`src/sv/smae_pkg.sv`:
```
// smae_pkg: shared types and codes for the small matrix arithmetic engine
// transaction structs, command/mode/register codes and the ctrl/datapath interface
// no dependencies
`timescale 1ns / 1ps

package smae_pkg;

  // fixed field widths
  localparam int unsigned DATA_W = 32;
  localparam int unsigned IDX_W  = 3;
  localparam int unsigned DIM_W  = 4;
  localparam int unsigned CMD_W  = 2;
  localparam int unsigned MODE_W = 3;
  localparam int unsigned CFG_IDX_W = 3;
  localparam int unsigned CFG_DATA_W = 4;

  // input commands
  localparam logic [CMD_W-1:0] CMD_LOAD_A = 2'd0;
  localparam logic [CMD_W-1:0] CMD_LOAD_B = 2'd1;
  localparam logic [CMD_W-1:0] CMD_RUN    = 2'd2;

  // mode register codes
  localparam logic [MODE_W-1:0] MODE_ADD = 3'd0;
  localparam logic [MODE_W-1:0] MODE_SUB = 3'd1;
  localparam logic [MODE_W-1:0] MODE_MUL = 3'd2;
  localparam logic [MODE_W-1:0] MODE_TRA = 3'd3;
  localparam logic [MODE_W-1:0] MODE_TRB = 3'd4;

  // configuration register indexes
  localparam logic [CFG_IDX_W-1:0] CFG_ROWS_A = 3'd0;
  localparam logic [CFG_IDX_W-1:0] CFG_COLS_A = 3'd1;
  localparam logic [CFG_IDX_W-1:0] CFG_ROWS_B = 3'd2;
  localparam logic [CFG_IDX_W-1:0] CFG_COLS_B = 3'd3;
  localparam logic [CFG_IDX_W-1:0] CFG_MODE   = 3'd4;

  // datapath operation of a run
  typedef enum logic [2:0] {
    OP_ADD,
    OP_SUB,
    OP_MUL,
    OP_TRA,
    OP_TRB
  } op_e;

  // input transaction
  typedef struct packed {
    logic [CMD_W-1:0]         command;
    logic [IDX_W-1:0]         row;
    logic [IDX_W-1:0]         col;
    logic signed [DATA_W-1:0] value;
  } in_item_t;

  // result transaction
  typedef struct packed {
    logic signed [DATA_W-1:0] result;
    logic [IDX_W-1:0]         out_row;
    logic [IDX_W-1:0]         out_col;
    logic                     dim_error;
    logic                     last;
  } out_item_t;

  // controller to datapath commands
  typedef struct packed {
    logic             wr_a;
    logic             wr_b;
    logic             rd_en;
    logic             first;
    logic             last_term;
    op_e              op;
    logic [IDX_W-1:0] a_row;
    logic [IDX_W-1:0] a_col;
    logic [IDX_W-1:0] b_row;
    logic [IDX_W-1:0] b_col;
    logic             load_out;
    logic             out_err;
    logic             out_last;
    logic [IDX_W-1:0] out_row;
    logic [IDX_W-1:0] out_col;
  } smae_cmd_t;

  // datapath to controller status
  typedef struct packed {
    logic acc_done;
    logic out_free;
  } smae_sts_t;

endpackage

```
`src/sv/smae_ctrl.sv`:
```
// smae_ctrl: configuration registers and run sequencer of the matrix engine
// depends on smae_pkg; commands smae_datapath through smae_cmd_t
`timescale 1ns / 1ps

module smae_ctrl import smae_pkg::*; #(
  parameter int MAX_DIM = 8
) (
  input  logic                  clk_i,
  input  logic                  rst_ni,
  input  logic                  cfg_we_i,
  input  logic [CFG_IDX_W-1:0]  cfg_idx_i,
  input  logic [CFG_DATA_W-1:0] cfg_wdata_i,
  input  logic                  in_valid_i,
  input  in_item_t              in_data_i,
  output logic                  in_ready_o,
  input  smae_sts_t             sts_i,
  output smae_cmd_t             cmd_o
);

  typedef enum logic [1:0] {
    ST_IDLE,
    ST_ISSUE,
    ST_WAIT,
    ST_ERR
  } state_e;

  function automatic logic dim_ok(input logic [DIM_W-1:0] d);
    dim_ok = (d != '0) && (int'(d) <= MAX_DIM);
  endfunction

  state_e            state_q;
  logic [DIM_W-1:0]  rows_a_q, cols_a_q, rows_b_q, cols_b_q;
  logic [MODE_W-1:0] mode_q;
  logic [DIM_W-1:0]  nr_q, nc_q, nk_q;
  logic [DIM_W-1:0]  nr_d, nc_d, nk_d;
  logic [IDX_W-1:0]  i_q, j_q, k_q;
  op_e               op_q, op_d;
  logic              ok;
  logic              accept, run_acc, in_range;
  logic              i_last, j_last, k_last;

  assign in_ready_o = (state_q == ST_IDLE);
  assign accept     = in_valid_i && in_ready_o;
  assign run_acc    = accept && (in_data_i.command == CMD_RUN);
  assign in_range   = (int'(in_data_i.row) < MAX_DIM) && (int'(in_data_i.col) < MAX_DIM);

  assign i_last = ({1'b0, i_q} + 1'b1) == nr_q;
  assign j_last = ({1'b0, j_q} + 1'b1) == nc_q;
  assign k_last = ({1'b0, k_q} + 1'b1) == nk_q;

  // configuration registers
  always_ff @(posedge clk_i or negedge rst_ni) begin
    if (!rst_ni) begin
      rows_a_q <= DIM_W'(1);
      cols_a_q <= DIM_W'(1);
      rows_b_q <= DIM_W'(1);
      cols_b_q <= DIM_W'(1);
      mode_q   <= MODE_ADD;
    end else if (cfg_we_i) begin
      unique case (cfg_idx_i)
        CFG_ROWS_A: rows_a_q <= cfg_wdata_i;
        CFG_COLS_A: cols_a_q <= cfg_wdata_i;
        CFG_ROWS_B: rows_b_q <= cfg_wdata_i;
        CFG_COLS_B: cols_b_q <= cfg_wdata_i;
        CFG_MODE:   mode_q   <= cfg_wdata_i[MODE_W-1:0];
        default: ;
      endcase
    end
  end

  // dimension check and loop bounds of a run
  always_comb begin
    ok   = 1'b0;
    op_d = OP_ADD;
    nr_d = rows_a_q;
    nc_d = cols_a_q;
    nk_d = DIM_W'(1);
    unique case (mode_q)
      MODE_ADD, MODE_SUB: begin
        ok   = dim_ok(rows_a_q) && dim_ok(cols_a_q) &&
               (rows_a_q == rows_b_q) && (cols_a_q == cols_b_q);
        op_d = (mode_q == MODE_ADD) ? OP_ADD : OP_SUB;
      end
      MODE_MUL: begin
        ok   = dim_ok(rows_a_q) && dim_ok(cols_a_q) && dim_ok(cols_b_q) &&
               (cols_a_q == rows_b_q);
        op_d = OP_MUL;
        nc_d = cols_b_q;
        nk_d = cols_a_q;
      end
      MODE_TRA: begin
        ok   = dim_ok(rows_a_q) && dim_ok(cols_a_q);
        op_d = OP_TRA;
        nr_d = cols_a_q;
        nc_d = rows_a_q;
      end
      MODE_TRB: begin
        ok   = dim_ok(rows_b_q) && dim_ok(cols_b_q);
        op_d = OP_TRB;
        nr_d = cols_b_q;
        nc_d = rows_b_q;
      end
      default: ok = 1'b0;
    endcase
  end

  // command decode
  always_comb begin
    cmd_o           = '0;
    cmd_o.op        = op_q;
    cmd_o.wr_a      = accept && in_range && (in_data_i.command == CMD_LOAD_A);
    cmd_o.wr_b      = accept && in_range && (in_data_i.command == CMD_LOAD_B);
    cmd_o.first     = (k_q == '0);
    cmd_o.last_term = k_last;
    cmd_o.out_row   = i_q;
    cmd_o.out_col   = j_q;
    cmd_o.out_last  = i_last && j_last;
    unique case (op_q)
      OP_ADD, OP_SUB: begin
        cmd_o.a_row = i_q;
        cmd_o.a_col = j_q;
        cmd_o.b_row = i_q;
        cmd_o.b_col = j_q;
      end
      OP_MUL: begin
        cmd_o.a_row = i_q;
        cmd_o.a_col = k_q;
        cmd_o.b_row = k_q;
        cmd_o.b_col = j_q;
      end
      default: begin
        cmd_o.a_row = j_q;
        cmd_o.a_col = i_q;
        cmd_o.b_row = j_q;
        cmd_o.b_col = i_q;
      end
    endcase
    unique case (state_q)
      ST_ISSUE: cmd_o.rd_en = 1'b1;
      ST_WAIT:  cmd_o.load_out = sts_i.acc_done && sts_i.out_free;
      ST_ERR: begin
        cmd_o.load_out = sts_i.out_free;
        cmd_o.out_err  = 1'b1;
        cmd_o.out_last = 1'b1;
        cmd_o.out_row  = '0;
        cmd_o.out_col  = '0;
      end
      default: ;
    endcase
  end

  // run sequencer
  always_ff @(posedge clk_i or negedge rst_ni) begin
    if (!rst_ni) begin
      state_q <= ST_IDLE;
      op_q    <= OP_ADD;
      nr_q    <= DIM_W'(1);
      nc_q    <= DIM_W'(1);
      nk_q    <= DIM_W'(1);
      i_q     <= '0;
      j_q     <= '0;
      k_q     <= '0;
    end else begin
      unique case (state_q)
        ST_IDLE: begin
          if (run_acc) begin
            op_q    <= op_d;
            nr_q    <= nr_d;
            nc_q    <= nc_d;
            nk_q    <= nk_d;
            i_q     <= '0;
            j_q     <= '0;
            k_q     <= '0;
            state_q <= ok ? ST_ISSUE : ST_ERR;
          end
        end
        ST_ISSUE: begin
          if (k_last) begin
            state_q <= ST_WAIT;
          end else begin
            k_q <= k_q + 1'b1;
          end
        end
        ST_WAIT: begin
          if (sts_i.acc_done && sts_i.out_free) begin
            k_q <= '0;
            if (j_last) begin
              j_q <= '0;
              if (i_last) begin
                state_q <= ST_IDLE;
              end else begin
                i_q     <= i_q + 1'b1;
                state_q <= ST_ISSUE;
              end
            end else begin
              j_q     <= j_q + 1'b1;
              state_q <= ST_ISSUE;
            end
          end
        end
        ST_ERR: begin
          if (sts_i.out_free) begin
            state_q <= ST_IDLE;
          end
        end
        default: state_q <= ST_IDLE;
      endcase
    end
  end

  // reads only while walking terms
  a_rd_in_issue: assert property (@(posedge clk_i) disable iff (!rst_ni)
    cmd_o.rd_en |-> (state_q == ST_ISSUE))
    else $error("store read issued outside term walk");

  // the final result of a run returns the sequencer to idle
  a_last_ends_run: assert property (@(posedge clk_i) disable iff (!rst_ni)
    (cmd_o.load_out && cmd_o.out_last) |=> (state_q == ST_IDLE))
    else $error("run did not end after its last result");

  // a load never happens during a run
  a_no_write_in_run: assert property (@(posedge clk_i) disable iff (!rst_ni)
    (cmd_o.wr_a || cmd_o.wr_b) |-> (state_q == ST_IDLE && !cmd_o.rd_en))
    else $error("store written while a run is active");

endmodule

```
`config.mk`:
```
export PLATFORM = sky130hd
export DESIGN_NAME = smae_ctrl
export DESIGN_NICKNAME = d
export VERILOG_FILES = /design/src/sv/smae_pkg.sv /design/src/sv/smae_ctrl.sv
export SDC_FILE = /design/constraint.sdc
export NUM_CORES = 1
export LEC_CHECK = 0
export ABC_AREA = 0
export BUFFER_PORTS_ARGS = -buffer_cell sky130_fd_sc_hd__clkbuf_2
export CAP_MARGIN = 15
export CORE_ASPECT_RATIO = 0.7
export CORE_UTILIZATION = 50
export CTS_BUF_LIST = sky130_fd_sc_hd__clkbuf_8
export DETAILED_ROUTE_END_ITERATION = 7
export HOLD_SLACK_MARGIN = 0.02
export PLACE_DENSITY = 0.77
export SLEW_MARGIN = 20
export SYNTH_ARGS = -nofsm -noshare
export SYNTH_HDL_FRONTEND = slang
export SYNTH_SLANG_ARGS = --single-unit
export TNS_END_PERCENT = 1
```
`constraint.sdc`:
```
create_clock -name clk_i -period 4.05 [get_ports clk_i]
set_input_delay 0.81 -clock clk_i [delete_from_list [all_inputs] [get_ports clk_i]]
set_output_delay 0.81 -clock clk_i [all_outputs]
set_load 0.02 [all_outputs]
```
==> results.cfg, run 1 <==
[sta]
worst_slack_ns = 0.7452
setup_viol = 0
final.period_utilization = 0.8160
finalHoldViolCount = 0
post-route-min-period_ns = 3.305
rsz0062_at_grt = false
max-slew-margin-rel = 0.5011
max_freq_mhz = 302.6
slew_violations = 0
holdWs_ns = 0.5058
tns_ns = 0
tightest_slew_ns = 0.7467
skew_ns = 0.006852

[clocking]
clock_sinks = 45
cts.repair.resized = 0
cts_buffers = 5
cts_tree = built
cts_root_buf = clkbuf_8
clk_pin_slew_ns = 0.08
cts.path.max_buffers = 2
htreeDepth = 2
ctsHoldBuffers = 0
cts_setup_buffers = 0
clock_latency_ns = 0.30

[worst_setup_path]
startpoint_type = flop
cp_data_required_time_ns = 3.24
worstRegToRegCells = 6
r2r-start = i_q[0]$_DFFE_PN0P_
crit_slowest_cell = dfrtp_1
crit_chain = ha_1, xor2_1, or3_4, a211oi_4, inv_1, o21ai_0, clkbuf_2
worstPathArrival_ns = 2.49
crit_start = i_q[0]$_DFFE_PN0P_
crit_type = reg2out
max_stage_delay_ns = 0.54
crit_path_end_kind = primary output
cp_max_fo = 13

[cells_and_area]
regArea_um2 = 1135
antenna_cells = 0
final_nets = 421
area_growth_syn_to_layout_pct = 11.54
fill_cells = 509
instances_no_fill = 440
multi_input_area_um2 = 1692
most-common-layout-cells = nand2_1, clkbuf_2, dfrtp_1, o21ai_0, mux2_2
fin_area_um2 = 3324
utilization = 0.5805
layout-drive-gt1-share = 0.2438
final_common_cell = nand2_1

[routing]
final_antenna_net_count = 0
viasPerCell = 5.952
wirelength_um = 7145
drt_first_pass_iters = 5
drc = 0
wl_per_cell_um = 16.24
route.vias.total = 2619
drtIter0Drc = 219

[grt]
antenna_found_initial = 0
use_met1 = 0.3604
grt_max_degree = 46
grt_pass1_wl_um = 11870
grtUsageTotal = 0.2481
busiest_layer = met2
grt-ovfl-total = 0
grt_pass1_vias = 2376
use_met2 = 0.3759
met3_usage = 0.05023

[synth]
syn_inst = 335
synth_xor_area_frac = 0.07053
ys_ff_latch = 45
async_flop_share = 1.000
yosys-top-cells-area = dfrtp_1, mux2_2, dfstp_2
synthFlopType = dfrtp_1
netlist.area_leader.share = 0.3191
yosysWarningCount = 0
synthSimpleGateAreaFrac = 0.1948
ys_seq_area_frac = 0.3808
synthesis.area_um2 = 2980
synth_cell_types = 54
synth-compound-area-share = 0.1914
avgSynthCellArea_um2 = 8.897
synth_top_family_by_area = simple AND/OR/NAND/NOR gates
yosysTopAreaCell = dfrtp_1
synthesis.nets = 392
synth.area.mux_share = 0.09404
synth_fa_ha_area_frac = 0.01679
synth_edf_count = 0

[placed_design]
placed_cells = 432
pre_cts_ws_ns = 1.125
gp_congestion = 0.8924
place_area_um2 = 3208
port_buffers = 44
hpwl_um = 5226

[worst_hold_path]
min_from = nk_q[0]$_DFFE_PN1P_
min_path_type = reg2reg
min_path_cells = 2

[floorplan]
die_w_um = 94.28
io_pins = 83
die_area_um2 = 6279
design.core.area_um2 = 5727
initial_core_util = 0.5204
rows = 23
fp.dieH_um = 66.60

[run_status]
status = finished clean

[pwr]
ir_drop_mv = 0.3818
fin_total_pwr_mw = 2.571
pwr_density_cell_nw_per_um2 = 773.4
cellLeakagePower_nw = 1.432

[flow_run]
maxCapViolations = 0
[per-layer routing]
layer / up-vias / wire length, µm
li1: 1254 / -
met1: 1264 / 3400
met2: 92 / 3168
met3: 9 / 513
met4: 0 / 63
met5: - / 0
[registers in the layout, summed over array words and instances (netlist names)]
name / count
cols_a_q: 4
cols_b_q: 4
i_q: 3
j_q: 3
k_q: 3
mode_q: 3
nc_q: 4
nk_q: 4
nr_q: 4
op_q: 3
rows_a_q: 4
rows_b_q: 4
state_q: 2
[synth_stat cells (all sizes together) (5+ instances only)]
cell    number
nor2        16
dfstp        7
o21ai       32
a221oi       6
nor3        15
xor2        19
xnor2        5
dfrtp       38
and2         6
a21oi        6
o221ai       5
nand3        7
inv         13
mux2        24
nor2b        6
clkbuf      19
nand2       45
a221o        6
a21boi       7
[worst max-delay path: cells and delay by family (launching register included)]
kind / cells / cell delay [ns]
AOI/OAI and AO/OA: 2 / 0.54
xor gates and xnor gates: 1 / 0.18
adders and majority gates: 1 / 0.31
buffers and inverters: 2 / 0.27
DFF: 1 / 0.54
and+or+nand+nor: 1 / 0.34
[worst paths after layout]
kind | endpoint | slack, ns
setup reg to reg | state_q[0]$_DFFE_PN0P_ | 1.60
min in group asynchronous | nk_q[3]$_DFFE_PN0P_ | 0.58
hold reg to reg | nk_q[0]$_DFFE_PN1P_ | 0.51
max in group asynchronous | nc_q[0]$_DFFE_PN1P_ | 3.07
setup / recovery | cmd_o[6] | 0.75
hold / removal | nk_q[0]$_DFFE_PN1P_ | 0.51
[cell type report]
type | instances | area share
Clock buffer | 6 | 0.02484
Clock inverter | 2 | 0.01016
Inverter | 14 | 0.01581
Multi-Input combinational cell | 252 | 0.5088
Sequential cell | 45 | 0.3414
Tap cell | 75 | 0.02823
Timing Repair Buffer | 46 | 0.07076
[logic make-up after synthesis]
group | count (synthesis)
fa+ha+maj | 4
mux | 25
buf+inv | 38
flops | 45
simple gates | 117
compound gates | 82
xor+xnor | 24
[power breakdown]
part | internal (mW) | switching [mW]
logic | 0.546 | 0.760
clock network | 0.199 | 0.150
registers | 0.615 | 0.301
total | 1.36 | 1.21
(Power assumes the default switching activity.)
==> inputs of run 2 (changes only) <==
--- a/config.mk
+++ b/config.mk
@@ -9,11 +9,11 @@
 export BUFFER_PORTS_ARGS = -buffer_cell sky130_fd_sc_hd__clkbuf_2
 export CAP_MARGIN = 15
 export CORE_ASPECT_RATIO = 0.7
-export CORE_UTILIZATION = 50
+export CORE_UTILIZATION = 49
 export CTS_BUF_LIST = sky130_fd_sc_hd__clkbuf_8
 export DETAILED_ROUTE_END_ITERATION = 7
 export HOLD_SLACK_MARGIN = 0.02
-export PLACE_DENSITY = 0.77
+export PLACE_DENSITY = 0.79
 export SLEW_MARGIN = 20
 export SYNTH_ARGS = -nofsm -noshare
 export SYNTH_HDL_FRONTEND = slang
==> constraint.sdc (replaced) <==
create_clock -name clk_i -period 2.9 [get_ports clk_i]
set_input_delay 0.58 -clock clk_i [delete_from_list [all_inputs] [get_ports clk_i]]
set_output_delay 0.58 -clock clk_i [all_outputs]
set_load 0.02 [all_outputs]
==> results.cfg, run 2 (synthesis gave the netlist of run 1 again) <==
[run_status]
status = finished clean

[placed_design]
placed_cells = 436
pre_cts_ws_ns = 0.5289
port_buffers = 44
gp_congestion = 0.9112
hpwl_um = 5453

[pwr]
pwr_density_cell_nw_per_um2 = 1092
p_clk_frac = 0.136
comb_power_share = 0.521
cellLeakagePower_nw = 1.446
ir_drop_mv = 0.4254
power_switching_mw = 1.734
sw_frac_of_total = 0.4726
internal-power_mw = 1.935
p_seq_frac = 0.343

[worst_setup_path]
crit_slowest_cell = dfrtp_1
max_stage_delay_ns = 0.48
crit_type = reg2out
crit_path_end_kind = primary output
r2r_setup_slack_ns = 0.63
worstPathArrival_ns = 2.13
r2r_end = state_q[0]$_DFFE_PN0P_
path_buf_inv = 2
cp_top_family = flip-flops
r2r-start = i_q[0]$_DFFE_PN0P_
cp_data_required_time_ns = 2.32
startpoint_type = flop
crit_chain = inv_1, ha_1, xor2_1, a21o_1, nor3_1, clkbuf_2
worstRegToRegCells = 7
cp_max_fo = 8
crit_start = k_q[0]$_DFFE_PN0P_

[cells_and_area]
final_nets = 425
utilization = 0.5806
final_common_cell = nand2_1
instances_no_fill = 444
antenna_cells = 0
area_growth_syn_to_layout_pct = 12.68
layout-drive-gt1-share = 0.2547
most-common-layout-cells = nand2_1, clkbuf_2, dfrtp_1, o21ai_0, mux2_2

[floorplan]
fp.dieH_um = 67.25
design.core.area_um2 = 5784
io_pins = 83
die_area_um2 = 6403
die_w_um = 95.22
rows = 23
initial_core_util = 0.5152

[routing]
route.vias.total = 2671
final_antenna_net_count = 0
drc = 0
viasPerCell = 6.016
drtIter0Drc = 246
wirelength_um = 7468
wl_per_cell_um = 16.82
drt_first_pass_iters = 6

[grt]
antenna_found_initial = 0
grt-ovfl-total = 0
grt_pass1_vias = 2436
grtUsageTotal = 0.2511
grt_max_degree = 46
grt_pass1_wl_um = 12140

[clocking]
clock_latency_ns = 0.31
cts.repair.resized = 0
cts_tree = built
clk_pin_slew_ns = 0.09
cts_root_buf = clkbuf_8
cts.path.max_buffers = 2
htreeDepth = 2
clock_sinks = 45
cts_buffers = 5
ctsHoldBuffers = 0
cts_setup_buffers = 0

[sta]
tightest_slew_ns = 0.7180
rsz0062_at_grt = false
max_freq_mhz = 368.7
holdWs_ns = 0.3549
worst_slack_ns = 0.1877
slew_violations = 0
skew_ns = 0.008019
tns_ns = 0
post-route-min-period_ns = 2.712
setup_viol = 0
final.period_utilization = 0.9353
finalHoldViolCount = 0
max-slew-margin-rel = 0.5213

[flow_run]
maxCapViolations = 0

[worst_hold_path]
min_path_type = in2async
==> run 2: cell count changes in the layout (fill, tap and decap cells not counted), sizes merged <==
| cell | delta |
|---|---|
| buf | +5 |
| clkinvlp | +1 |
| clkbuf | -1 |
| inv | -1 |
==> run 2: how the worst max path moves through the flow <==
| stage | endpoint | cells past startpoint |
|---|---|---|
| final | cmd_o[24] | 6 |
| after global routing | cmd_o[6] | 7 |
| after CTS | cmd_o[24] | 6 |
| after detailed placement | cmd_o[24] | 6 |
| after global placement | cmd_o[24] | 6 |
| after floorplan | cmd_o[6] | 6 |
==> run 2: final cells by class <==
type | count | area [µm²]
Timing Repair Buffer | 50 | 265.3
Fill cell | 500 | 2426
Sequential cell | 45 | 1135
Multi-Input combinational cell | 252 | 1692
Clock inverter | 2 | 37.54
Clock buffer | 6 | 82.58
Inverter | 14 | 52.55
Tap cell | 75 | 93.84
==> run 2: routing by layer <==
metal  vias to the layer above  share of wire  routed length, µm  track usage
met5                         -              0                  0            0
met3                        17          0.064                481      0.05293
met4                         0          0.013                 97      0.07386
met2                        97           0.45               3345       0.3813
met1                      1293           0.47               3543       0.3606
li1                       1264              -                  -            -
==> run 2: stage by stage <==
| stage | instance area, µm² | total power [mW] |
|---|---|---|
| after floorplan | 2980 | 2.587 |
| after global placement | 3238 | 3.057 |
| after detailed placement | 3238 | 3.150 |
| after CTS | 3358 | 3.654 |
| after global routing | 3358 | 3.947 |
| final | 3358 | 3.668 |
==> run 2: power groups by stage <==
stage	logic [mW]	registers [mW]	clock network, mW
after CTS	1.91	1.24	0.505
after floorplan	1.54	1.05	0
final	1.91	1.26	0.499
after global placement	1.82	1.24	0
after detailed placement	1.89	1.26	0
after global routing	2.12	1.29	0.538
